**src/design/anbs_pkg.sv**
```systemverilog
// Package for the Annex B NAL unit splitter: result and push types, fixed widths
// and start-code constants.
// No dependencies; every other file of the block refers to it by scoped names.
package anbs_pkg;

  // Fixed field widths of the channels.
  localparam int BYTE_W = 8;
  localparam int ZCNT_W = 16;

  // A start code is at least this many zero bytes followed by START_BYTE.
  localparam int             MIN_SC_ZEROS = 2;
  localparam logic [BYTE_W-1:0] START_BYTE = 8'h01;

  // Result queue between the splitter core and the output channel.
  localparam int FIFO_DEPTH = 4;
  localparam int FIFO_PTR_W = $clog2(FIFO_DEPTH);
  localparam int FIFO_CNT_W = $clog2(FIFO_DEPTH + 1);

  typedef logic [BYTE_W-1:0] byte_t;
  typedef logic [ZCNT_W-1:0] zcnt_t;

  // One result item as it leaves the block.
  typedef struct packed {
    byte_t nal_byte;
    zcnt_t zeros_before;
    logic  zeros_saturated;
    logic  byte_valid;
    logic  nal_first;
    logic  nal_last;
    logic  unit_done;
    logic  unit_ok;
  } anbs_result_t;

  // Results produced by one input byte: count, then up to two items in order.
  typedef struct packed {
    logic [1:0]   n;
    anbs_result_t a;
    anbs_result_t b;
  } anbs_push_t;

endpackage

```
**src/design/anbs_in_if.sv**
```systemverilog
// Input byte channel of the Annex B NAL unit splitter: valid/ready plus one stream byte.
// Depends on anbs_pkg for the byte type.
interface anbs_in_if;
  logic             valid;
  logic             ready;
  anbs_pkg::byte_t  stream_byte;
  logic             unit_last;

  modport source (output valid, output stream_byte, output unit_last, input ready);
  modport sink   (input valid, input stream_byte, input unit_last, output ready);
endinterface

```
**src/design/anbs_out_if.sv**
```systemverilog
// Result channel of the Annex B NAL unit splitter: valid/ready plus one result item.
// Depends on anbs_pkg for the field types.
interface anbs_out_if;
  logic             valid;
  logic             ready;
  anbs_pkg::byte_t  nal_byte;
  anbs_pkg::zcnt_t  zeros_before;
  logic             zeros_saturated;
  logic             byte_valid;
  logic             nal_first;
  logic             nal_last;
  logic             unit_done;
  logic             unit_ok;

  modport source (
    output valid, output nal_byte, output zeros_before, output zeros_saturated,
    output byte_valid, output nal_first, output nal_last, output unit_done,
    output unit_ok, input ready
  );
  modport sink (
    input valid, input nal_byte, input zeros_before, input zeros_saturated,
    input byte_valid, input nal_first, input nal_last, input unit_done,
    input unit_ok, output ready
  );
endinterface

```
**src/design/anbs_core.sv**
```systemverilog
// Splitter core: input register, start-code detection, zero counting and the held byte.
// Depends on anbs_pkg and anbs_in_if; hands up to two results per byte to the queue.
module anbs_core #(
  parameter int ZERO_RUN_BITS = 16
) (
  input  logic                clk,
  input  logic                rst_n,
  anbs_in_if.sink             in_chan,
  input  logic                room,
  output anbs_pkg::anbs_push_t push
);

  localparam int RUN_W = (ZERO_RUN_BITS < anbs_pkg::ZCNT_W) ? ZERO_RUN_BITS
                                                             : anbs_pkg::ZCNT_W;
  localparam logic [RUN_W-1:0] RUN_MAX = '1;

  // Input register.
  logic            in_vld_r;
  anbs_pkg::byte_t in_byte_r;
  logic            in_last_r;

  // Parser state and its next values.
  logic             inside_r,     inside_nxt;
  logic [RUN_W-1:0] zero_run_r,   zero_run_nxt;
  logic             clamp_r,      clamp_nxt;
  anbs_pkg::byte_t  held_byte_r,  held_byte_nxt;
  anbs_pkg::zcnt_t  held_zeros_r, held_zeros_nxt;
  logic             held_clamp_r, held_clamp_nxt;
  logic             held_vld_r,   held_vld_nxt;
  logic             held_first_r, held_first_nxt;
  logic             found_r,      found_nxt;

  logic                   fire;
  logic                   is_zero;
  logic                   is_start;
  logic                   pre_emit;
  anbs_pkg::anbs_result_t pre_res;
  anbs_pkg::anbs_result_t fin_res;
  anbs_pkg::anbs_push_t   step_push;

  function automatic anbs_pkg::anbs_result_t held_res(
    input anbs_pkg::byte_t b,
    input anbs_pkg::zcnt_t z,
    input logic            clamp,
    input logic            first,
    input logic            last
  );
    anbs_pkg::anbs_result_t r;
    r                 = '0;
    r.nal_byte        = b;
    r.zeros_before    = z;
    r.zeros_saturated = clamp;
    r.byte_valid      = 1'b1;
    r.nal_first       = first;
    r.nal_last        = last;
    return r;
  endfunction

  // A byte leaves the input register once the queue can take two results.
  assign fire          = in_vld_r & room;
  assign in_chan.ready = ~in_vld_r | room;

  // Input register load and release.
  always_ff @(posedge clk) begin
    if (!rst_n) begin
      in_vld_r <= 1'b0;
    end else if (in_chan.valid && in_chan.ready) begin
      in_vld_r <= 1'b1;
    end else if (fire) begin
      in_vld_r <= 1'b0;
    end
    if (in_chan.valid && in_chan.ready) begin
      in_byte_r <= in_chan.stream_byte;
      in_last_r <= in_chan.unit_last;
    end
  end

  assign is_zero  = (in_byte_r == '0);
  assign is_start = (in_byte_r == anbs_pkg::START_BYTE) &&
                    (zero_run_r >= RUN_W'(anbs_pkg::MIN_SC_ZEROS));

  // One parsing step for the byte in the input register.
  always_comb begin
    inside_nxt     = inside_r;
    zero_run_nxt   = zero_run_r;
    clamp_nxt      = clamp_r;
    held_byte_nxt  = held_byte_r;
    held_zeros_nxt = held_zeros_r;
    held_clamp_nxt = held_clamp_r;
    held_vld_nxt   = held_vld_r;
    held_first_nxt = held_first_r;
    found_nxt      = found_r;
    pre_emit       = 1'b0;
    pre_res        = '0;

    if (is_zero) begin
      // Count zeros; at the limit the count sticks and the clamp flag is set.
      if (zero_run_r == RUN_MAX) begin
        clamp_nxt = 1'b1;
      end else begin
        zero_run_nxt = zero_run_r + RUN_W'(1);
      end
    end else if (is_start) begin
      // Start code closes the current NAL and opens a new one.
      if (held_vld_r) begin
        pre_emit = 1'b1;
        pre_res  = held_res(held_byte_r, held_zeros_r, held_clamp_r, held_first_r, 1'b1);
      end
      held_vld_nxt   = 1'b0;
      held_first_nxt = 1'b0;
      inside_nxt     = 1'b1;
      zero_run_nxt   = '0;
      clamp_nxt      = 1'b0;
    end else begin
      // Data byte: release the held byte and hold this one with its zero run.
      if (inside_r) begin
        if (held_vld_r) begin
          pre_emit = 1'b1;
          pre_res  = held_res(held_byte_r, held_zeros_r, held_clamp_r, held_first_r, 1'b0);
        end
        held_byte_nxt  = in_byte_r;
        held_zeros_nxt = anbs_pkg::zcnt_t'(zero_run_r);
        held_clamp_nxt = clamp_r;
        held_vld_nxt   = 1'b1;
        held_first_nxt = ~held_vld_r;
        found_nxt      = 1'b1;
      end
      zero_run_nxt = '0;
      clamp_nxt    = 1'b0;
    end

    // Final result of the access unit: the held byte, or an empty marker.
    if (held_vld_nxt) begin
      fin_res = held_res(held_byte_nxt, held_zeros_nxt, held_clamp_nxt, held_first_nxt, 1'b1);
    end else begin
      fin_res = '0;
    end
    fin_res.unit_done = 1'b1;
    fin_res.unit_ok   = found_nxt;

    step_push   = '0;
    step_push.a = pre_res;
    step_push.b = fin_res;
    step_push.n = {1'b0, pre_emit};
    if (in_last_r) begin
      if (held_vld_nxt || !pre_emit) begin
        if (pre_emit) begin
          step_push.n = 2'd2;
        end else begin
          step_push.a = fin_res;
          step_push.n = 2'd1;
        end
      end else begin
        // The released byte is the last result and carries the unit status.
        step_push.a.unit_done = 1'b1;
        step_push.a.unit_ok   = found_nxt;
      end
      // All state returns to reset after the final byte.
      inside_nxt     = 1'b0;
      zero_run_nxt   = '0;
      clamp_nxt      = 1'b0;
      held_byte_nxt  = '0;
      held_zeros_nxt = '0;
      held_clamp_nxt = 1'b0;
      held_vld_nxt   = 1'b0;
      held_first_nxt = 1'b0;
      found_nxt      = 1'b0;
    end
  end

  // Push results only when the step commits.
  always_comb begin
    push = step_push;
    if (!fire) begin
      push.n = 2'd0;
    end
  end

  // Control state.
  always_ff @(posedge clk) begin
    if (!rst_n) begin
      inside_r     <= 1'b0;
      zero_run_r   <= '0;
      clamp_r      <= 1'b0;
      held_vld_r   <= 1'b0;
      held_first_r <= 1'b0;
      found_r      <= 1'b0;
    end else if (fire) begin
      inside_r     <= inside_nxt;
      zero_run_r   <= zero_run_nxt;
      clamp_r      <= clamp_nxt;
      held_vld_r   <= held_vld_nxt;
      held_first_r <= held_first_nxt;
      found_r      <= found_nxt;
    end
  end

  // Held byte payload.
  always_ff @(posedge clk) begin
    if (fire) begin
      held_byte_r  <= held_byte_nxt;
      held_zeros_r <= held_zeros_nxt;
      held_clamp_r <= held_clamp_nxt;
    end
  end

  // Two results per byte only happen at unit end, data first, status second.
  a_two_results_end: assert property (@(posedge clk) disable iff (!rst_n)
    push.n == 2'd2 |-> push.b.unit_done && push.a.byte_valid && !push.a.unit_done)
    else $error("two results without a trailing unit end");

  // The last byte of a unit leaves the parser in its reset state.
  a_unit_end_clears: assert property (@(posedge clk) disable iff (!rst_n)
    fire && in_last_r |=> !held_vld_r && !inside_r && !found_r && zero_run_r == '0)
    else $error("parser state not cleared after unit end");

  // Results are pushed only when the queue has reserved room.
  a_push_needs_room: assert property (@(posedge clk) disable iff (!rst_n)
    push.n != 2'd0 |-> room)
    else $error("results pushed without queue room");

endmodule

```
**src/design/anbs_out_fifo.sv**
```systemverilog
// Result queue: takes up to two results per cycle from the core, drives one per transfer.
// Depends on anbs_pkg and anbs_out_if.
module anbs_out_fifo (
  input  logic                 clk,
  input  logic                 rst_n,
  input  anbs_pkg::anbs_push_t push,
  output logic                 room,
  anbs_out_if.source           out_chan
);

  localparam int PTR_W = anbs_pkg::FIFO_PTR_W;
  localparam int CNT_W = anbs_pkg::FIFO_CNT_W;

  anbs_pkg::anbs_result_t mem [anbs_pkg::FIFO_DEPTH];
  logic [PTR_W-1:0]       wr_ptr_r, wr_ptr_nxt;
  logic [PTR_W-1:0]       rd_ptr_r, rd_ptr_nxt;
  logic [CNT_W-1:0]       count_r,  count_nxt;
  logic                   pop;
  anbs_pkg::anbs_result_t head;

  // Room for a worst-case byte (two results), counting from the registered level.
  assign room = (count_r <= CNT_W'(anbs_pkg::FIFO_DEPTH - 2));
  assign pop  = out_chan.valid & out_chan.ready;

  assign wr_ptr_nxt = wr_ptr_r + PTR_W'(push.n);
  assign rd_ptr_nxt = rd_ptr_r + PTR_W'(pop);
  assign count_nxt  = count_r + CNT_W'(push.n) - CNT_W'(pop);

  // Pointers and fill level.
  always_ff @(posedge clk) begin
    if (!rst_n) begin
      wr_ptr_r <= '0;
      rd_ptr_r <= '0;
      count_r  <= '0;
    end else begin
      wr_ptr_r <= wr_ptr_nxt;
      rd_ptr_r <= rd_ptr_nxt;
      count_r  <= count_nxt;
    end
  end

  // Entry writes: first result at the tail, second right after it.
  always_ff @(posedge clk) begin
    if (push.n != 2'd0) begin
      mem[wr_ptr_r] <= push.a;
    end
    if (push.n == 2'd2) begin
      mem[wr_ptr_r + PTR_W'(1)] <= push.b;
    end
  end

  // Head of the queue drives the result channel.
  assign head                     = mem[rd_ptr_r];
  assign out_chan.valid           = (count_r != '0);
  assign out_chan.nal_byte        = head.nal_byte;
  assign out_chan.zeros_before    = head.zeros_before;
  assign out_chan.zeros_saturated = head.zeros_saturated;
  assign out_chan.byte_valid      = head.byte_valid;
  assign out_chan.nal_first       = head.nal_first;
  assign out_chan.nal_last        = head.nal_last;
  assign out_chan.unit_done       = head.unit_done;
  assign out_chan.unit_ok         = head.unit_ok;

  // The fill level never passes the queue depth.
  a_count_bound: assert property (@(posedge clk) disable iff (!rst_n)
    count_r <= CNT_W'(anbs_pkg::FIFO_DEPTH))
    else $error("result queue overflow");

  // A push lands only when at least two entries are free.
  a_push_fits: assert property (@(posedge clk) disable iff (!rst_n)
    push.n != 2'd0 |-> count_r <= CNT_W'(anbs_pkg::FIFO_DEPTH - 2))
    else $error("push into a nearly full queue");

  // A transfer with no push lowers the level by exactly one.
  a_pop_drains: assert property (@(posedge clk) disable iff (!rst_n)
    pop && push.n == 2'd0 |=> count_r == $past(count_r) - CNT_W'(1))
    else $error("queue level did not drop after a transfer");

endmodule

```
**src/design/annexb_nal_unit_splitter.sv**
```systemverilog
// Channel   | Dir | Handshake    | Payload
// in_chan   | in  | valid/ready  | stream_byte[7:0], unit_last
// out_chan  | out | valid/ready  | nal_byte[7:0], zeros_before[15:0], zeros_saturated,
//           |     |              | byte_valid, nal_first, nal_last, unit_done, unit_ok
//
// One byte is taken per clock while the queue has room. A byte is held in the input
// register, where the parser step runs, and its results are then written into the
// four-entry result queue, whose head is offered on out_chan.
// The input stalls while the queue holds more than two results (room for a worst-case
// byte, which yields two). rst_n is synchronous and active low; it empties both stages
// and returns the parser to the start of an access unit.
//
// Top level of the Annex B NAL unit splitter; depends on anbs_pkg, anbs_in_if,
// anbs_out_if, anbs_core and anbs_out_fifo.
module annexb_nal_unit_splitter #(
  parameter int ZERO_RUN_BITS = 16
) (
  input  logic       clk,
  input  logic       rst_n,
  anbs_in_if.sink    in_chan,
  anbs_out_if.source out_chan
);

  anbs_pkg::anbs_push_t push;
  logic                 room;

  // Parser core with its input register.
  anbs_core #(
    .ZERO_RUN_BITS (ZERO_RUN_BITS)
  ) u_core (
    .clk     (clk),
    .rst_n   (rst_n),
    .in_chan (in_chan),
    .room    (room),
    .push    (push)
  );

  // Result queue feeding the output channel.
  anbs_out_fifo u_out_fifo (
    .clk      (clk),
    .rst_n    (rst_n),
    .push     (push),
    .room     (room),
    .out_chan (out_chan)
  );

endmodule

```
**src/flat_wrapper.sv**
```systemverilog
// flat-port wrapper written by rule: the top's interface ports become plain ports
module annexb_nal_unit_splitter_flat 
#(
  parameter int ZERO_RUN_BITS = 16
)
  (clk, rst_n, in_chan_valid, in_chan_stream_byte, in_chan_unit_last, in_chan_ready, out_chan_valid, out_chan_nal_byte, out_chan_zeros_before, out_chan_zeros_saturated, out_chan_byte_valid, out_chan_nal_first, out_chan_nal_last, out_chan_unit_done, out_chan_unit_ok, out_chan_ready);
  anbs_in_if in_chan_i ();
  anbs_out_if out_chan_i ();
  input  logic clk;
  input  logic rst_n;
  input wire logic [$bits(in_chan_i.valid)-1:0] in_chan_valid;
  input wire logic [$bits(in_chan_i.stream_byte)-1:0] in_chan_stream_byte;
  input wire logic [$bits(in_chan_i.unit_last)-1:0] in_chan_unit_last;
  output wire logic [$bits(in_chan_i.ready)-1:0] in_chan_ready;
  output wire logic [$bits(out_chan_i.valid)-1:0] out_chan_valid;
  output wire logic [$bits(out_chan_i.nal_byte)-1:0] out_chan_nal_byte;
  output wire logic [$bits(out_chan_i.zeros_before)-1:0] out_chan_zeros_before;
  output wire logic [$bits(out_chan_i.zeros_saturated)-1:0] out_chan_zeros_saturated;
  output wire logic [$bits(out_chan_i.byte_valid)-1:0] out_chan_byte_valid;
  output wire logic [$bits(out_chan_i.nal_first)-1:0] out_chan_nal_first;
  output wire logic [$bits(out_chan_i.nal_last)-1:0] out_chan_nal_last;
  output wire logic [$bits(out_chan_i.unit_done)-1:0] out_chan_unit_done;
  output wire logic [$bits(out_chan_i.unit_ok)-1:0] out_chan_unit_ok;
  input wire logic [$bits(out_chan_i.ready)-1:0] out_chan_ready;
  assign in_chan_i.valid = in_chan_valid;
  assign in_chan_i.stream_byte = in_chan_stream_byte;
  assign in_chan_i.unit_last = in_chan_unit_last;
  assign in_chan_ready = in_chan_i.ready;
  assign out_chan_valid = out_chan_i.valid;
  assign out_chan_nal_byte = out_chan_i.nal_byte;
  assign out_chan_zeros_before = out_chan_i.zeros_before;
  assign out_chan_zeros_saturated = out_chan_i.zeros_saturated;
  assign out_chan_byte_valid = out_chan_i.byte_valid;
  assign out_chan_nal_first = out_chan_i.nal_first;
  assign out_chan_nal_last = out_chan_i.nal_last;
  assign out_chan_unit_done = out_chan_i.unit_done;
  assign out_chan_unit_ok = out_chan_i.unit_ok;
  assign out_chan_i.ready = out_chan_ready;
  annexb_nal_unit_splitter #(.ZERO_RUN_BITS(ZERO_RUN_BITS)) u_core (.clk(clk), .rst_n(rst_n), .in_chan(in_chan_i), .out_chan(out_chan_i));
endmodule
```
**config.mk**
```make
export PLATFORM = sky130hd
export DESIGN_NAME = annexb_nal_unit_splitter_flat
export DESIGN_NICKNAME = d
export VERILOG_FILES = /design/src/design/anbs_pkg.sv /design/src/design/anbs_in_if.sv /design/src/design/anbs_out_if.sv /design/src/design/anbs_core.sv /design/src/design/anbs_out_fifo.sv /design/src/design/annexb_nal_unit_splitter.sv /design/src/flat_wrapper.sv
export SDC_FILE = /design/constraint.sdc
export NUM_CORES = 1
export LEC_CHECK = 0
export BUFFER_PORTS_ARGS = -buffer_cell sky130_fd_sc_hd__buf_2
export CAP_MARGIN = 20
export CELL_PAD_IN_SITES_DETAIL_PLACEMENT = 0
export CELL_PAD_IN_SITES_GLOBAL_PLACEMENT = 1
export CORE_MARGIN = 4
export CORE_UTILIZATION = 25
export CTS_BUF_LIST = sky130_fd_sc_hd__clkbuf_4
export DETAILED_ROUTE_END_ITERATION = 10
export PLACE_DENSITY = 0.56
export SETUP_SLACK_MARGIN = 0.5
export SLEW_MARGIN = 0
export SYNTH_ARGS = -nofsm -noshare
export SYNTH_HDL_FRONTEND = slang
export SYNTH_HIERARCHICAL = 1
export SYNTH_SLANG_ARGS = --single-unit
```
**constraint.sdc**
```tcl
create_clock -name clk -period 6.55 [get_ports clk]
set_input_delay 0.3275 -clock clk [delete_from_list [all_inputs] [get_ports clk]]
set_output_delay 0.3275 -clock clk [all_outputs]
set_load 0.01 [all_outputs]
```
==> impl_metrics.py <==
metrics = {
    "run_status": {
        "status": "complete, no violations",
    },
    "min_path": {
        "min_from": "out_chan_ready",
        "hp-class": "in -> reg",
    },
    "sta": {
        "drv_slew": 0,
        "setup_viol": 0,
        "setup_ws_ps": 2330,
        "clock_skew_ps": 30.3,
        "fin_crit_ps": 4220,
        "fin_hold_ws_ps": 83.4,
        "post-route-period-util": 0.645,
        "rsz0062_at_grt": "false",
        "final_hold_viol_count": 0,
        "max_slew_margin": 0.417,
        "clock.fmax_ghz": 0.237,
        "tightest_slew_ps": 870,
        "fin_tns_setup_ps": 0,
    },
    "placement": {
        "dp_hpwl_um": 15400,
        "routabilityCongestion": 0.747,
        "io_buffers": 44,
        "postPlaceCellArea_um2": 10200,
        "place_worst_setup_slack_ps": 1930,
        "dpl.cell_count": 1178,
    },
    "worst_setup_path": {
        "crit_start": "u_core/u_core/zero_run_r[0]$_SDFFE_PN0P_",
        "end_kind": "flip-flop",
        "cp_max_fo": 31,
        "cp.required_ps": 6800,
        "critPathKind": "reg -> reg",
        "crit_arrival_ps": 4480,
        "reg2reg_from": "u_core/u_core/zero_run_r[0]$_SDFFE_PN0P_",
        "cp-start-kind": "flip-flop",
    },
    "detailed_routing": {
        "antenna_left": 0,
        "finalWirelength_um": 23300,
        "routedWlPerCell_um": 19.1,
        "drc": 0,
        "vias": 5588,
        "dr.pass1.iters": 4,
        "drtIter0Drc": 288,
        "vias_per_cell": 4.57,
    },
    "global_routing": {
        "first_global_vias": 5974,
        "globalRouteTotalUtil": 0.116,
        "grt_max_degree": 37,
        "grt_pass1_wl_um": 36800,
        "grt-ovfl-total": 0,
        "antenna_found_initial": 1,
    },
    "die": {
        "fp.dieW_um": 203,
        "start_util": 0.256,
        "core_um2": 37000,
        "rows": 70,
        "dieArea_um2": 41000,
        "fp.dieH_um": 203,
        "ios": 45,
    },
    "finish": {
        "nets": 724,
        "fillers": 3792,
        "stdcell_area_um2": 10600,
        "area_growth_pct": 12.2,
        "drive_gt1_frac": 0.329,
        "fin_util": 0.287,
        "fin_cells": 1223,
    },
    "synth": {
        "avgSynthCellArea_um2": 14.2,
        "synth_top_area_frac": 0.489,
        "synth_area_leader_cell": "edfxtp_1",
        "yosysWarnings": 6,
        "synthTopCellsByArea": "edfxtp_1, mux2_2, mux4_2, dfxtp_1, mux2_1",
        "synth_cell_types": 65,
        "syn-num-nets": 686,
        "synth_ff_type": "edfxtp_1",
        "synth_seq_cells": 183,
        "synth-edff-count": 154,
        "ys_seq_area_frac": 0.550,
        "syn_inst": 667,
        "syn_area_um2": 9460,
        "synthArstFlopShare": 0,
    },
    "clock_network": {
        "clkTransAtPathRegs_ps": 160,
        "clock_path_buffers": 2,
        "clock-sinks": 183,
        "cts_buffers": 17,
        "root_buffer": "clkbuf_4",
        "cts_max_level": 4,
        "cts_tree": "yes",
        "insertion_delay_ps": 590,
    },
    "run": {
        "max_cap_violations": 0,
    },
    "power": {
        "peakVddDrop_mv": 0.0970,
        "p_total_mw": 2.40,
        "p_leak_nw": 4.02,
        "power.density_nw_per_um2": 226,
    },
}
## cell usage after synthesis, types with 7 or more instances
| cell | n |
|---|---|
| buf_4 | 9 |
| mux4_2 | 30 |
| mux2_2 | 85 |
| inv_1 | 8 |
| or4_1 | 9 |
| mux2_1 | 35 |
| nand2_1 | 13 |
| a22o_1 | 23 |
| nor2_1 | 65 |
| a21oi_1 | 11 |
| buf_6 | 7 |
| dfxtp_1 | 29 |
| nand3_1 | 16 |
| buf_2 | 18 |
| edfxtp_1 | 154 |
| clkbuf_1 | 15 |
| a21oi_2 | 8 |
| mux2i_1 | 25 |
| o31ai_1 | 9 |
## report_power, final
group / internal [mW] / switching, mW
Sequential: 1.30 / 0.0262
Combinational: 0.178 / 0.215
Clock: 0.244 / 0.439
## logic make-up (layout without fill, tap and decap cells)
kind of cell             Yosys count  count (layout)  share of synthesized area
multiplexers                     175             175                      0.241
flip-flops                       183             183                      0.550
AO/OA/AOI/OAI                     89              89                     0.0745
XOR/XNOR                           3               3                    0.00569
other                              1               2                   0.000396
adder cells (fa/ha/maj)            6               6                    0.00873
AND/OR/NAND/NOR                  147             147                     0.0820
buffers and inverters             63             114                     0.0378
## metal layers
| layer | track usage | up-vias | routed length, µm |
|---|---|---|---|
| li1 | - | 2671 | - |
| met1 | 0.158 | 2843 | 11100 |
| met2 | 0.197 | 70 | 11500 |
| met3 | 0.0171 | 4 | 565 |
| met4 | 0.0255 | 0 | 130 |
| met5 | 0 | - | 0 |
## critical path, stage by stage (launching register included)
cell      delay (ps)
dfxtp_1          520
inv_1             80
ha_1             200
nor4_1           170
nand4_1          290
a21oi_2          520
a31oi_1          410
and4bb_4         890
o21bai_4         390
buf_4            430
## sequential cells by signal, indices dropped and copies added, names as in the netlist
register and cells:
u_core/u_core/in_byte_r 8, u_core/u_core/held_zeros_r 16, u_core/u_core/in_last_r 1, u_core/u_out_fifo/rd_ptr_r 2, u_core/u_core/clamp_r 1, u_core/u_core/in_vld_r 1
u_core/u_out_fifo/wr_ptr_r 2, u_core/u_out_fifo/count_r 3, u_core/u_core/held_byte_r 8, u_core/u_core/held_vld_r 1, u_core/u_core/held_first_r 1, u_core/u_core/found_r 1
u_core/u_core/inside_r 1, u_core/u_core/zero_run_r 16, u_core/u_out_fifo/mem 120, u_core/u_core/held_clamp_r 1
## layout make-up
| cell class | instances | area (µm²) | share of cell area |
|---|---|---|---|
| sequential | 183 | 5210 | 0.491 |
| multi-input combinational | 421 | 3940 | 0.371 |
| tap | 504 | 631 | 0.0594 |
| timing repair buffer | 72 | 483 | 0.0455 |
| clock inverter | 15 | 186 | 0.0176 |
| clock buffer | 17 | 128 | 0.0120 |
| inverter | 10 | 37.5 | 0.00354 |
| antenna | 1 | 2.50 | 0.000236 |
## path summary, 6_finish.rpt
kind         cells after the start  slack [ps]                                       end
max                              9        2330     u_core/u_out_fifo/mem[2][6]$_DFFE_PP_
min                              3          80  u_core/u_out_fifo/rd_ptr_r[0]$_SDFF_PN0_
max reg2reg                      9        2330     u_core/u_out_fifo/mem[2][6]$_DFFE_PP_
min reg2reg                      2         510        u_core/u_core/found_r$_SDFFE_PN0P_
## cells in the final DEF (no fill, tap or decap), types with 6 or more instances in the layout
master,netlist,layout
edfxtp_1,154,154
mux2_2,85,85
nor2_1,65,63
buf_2,18,44
mux2_1,35,35
mux4_2,30,30
dfxtp_1,29,28
mux2i_1,25,25
a22o_1,23,23
clkbuf_4,0,17
nand3_1,16,16
buf_4,9,16
nand2_1,13,13
a21oi_1,11,11
dlygate4sd3_1,0,10
or4_1,9,9
o31ai_1,9,9
a21oi_2,8,8
inv_1,8,8
inv_6,0,6
and2_1,6,6
a21o_1,6,6
## repair_timing
| action | 4_1_cts | 5_1_grt |
|---|---|---|
| buffers inserted | 0 | 0 |
| resized for setup | 0 | 0 |
| hold endpoints to repair | 10 | 0 |
| hold buffers | 10 | 0 |
No activity file was read; power rests on OpenSTA's default activity.
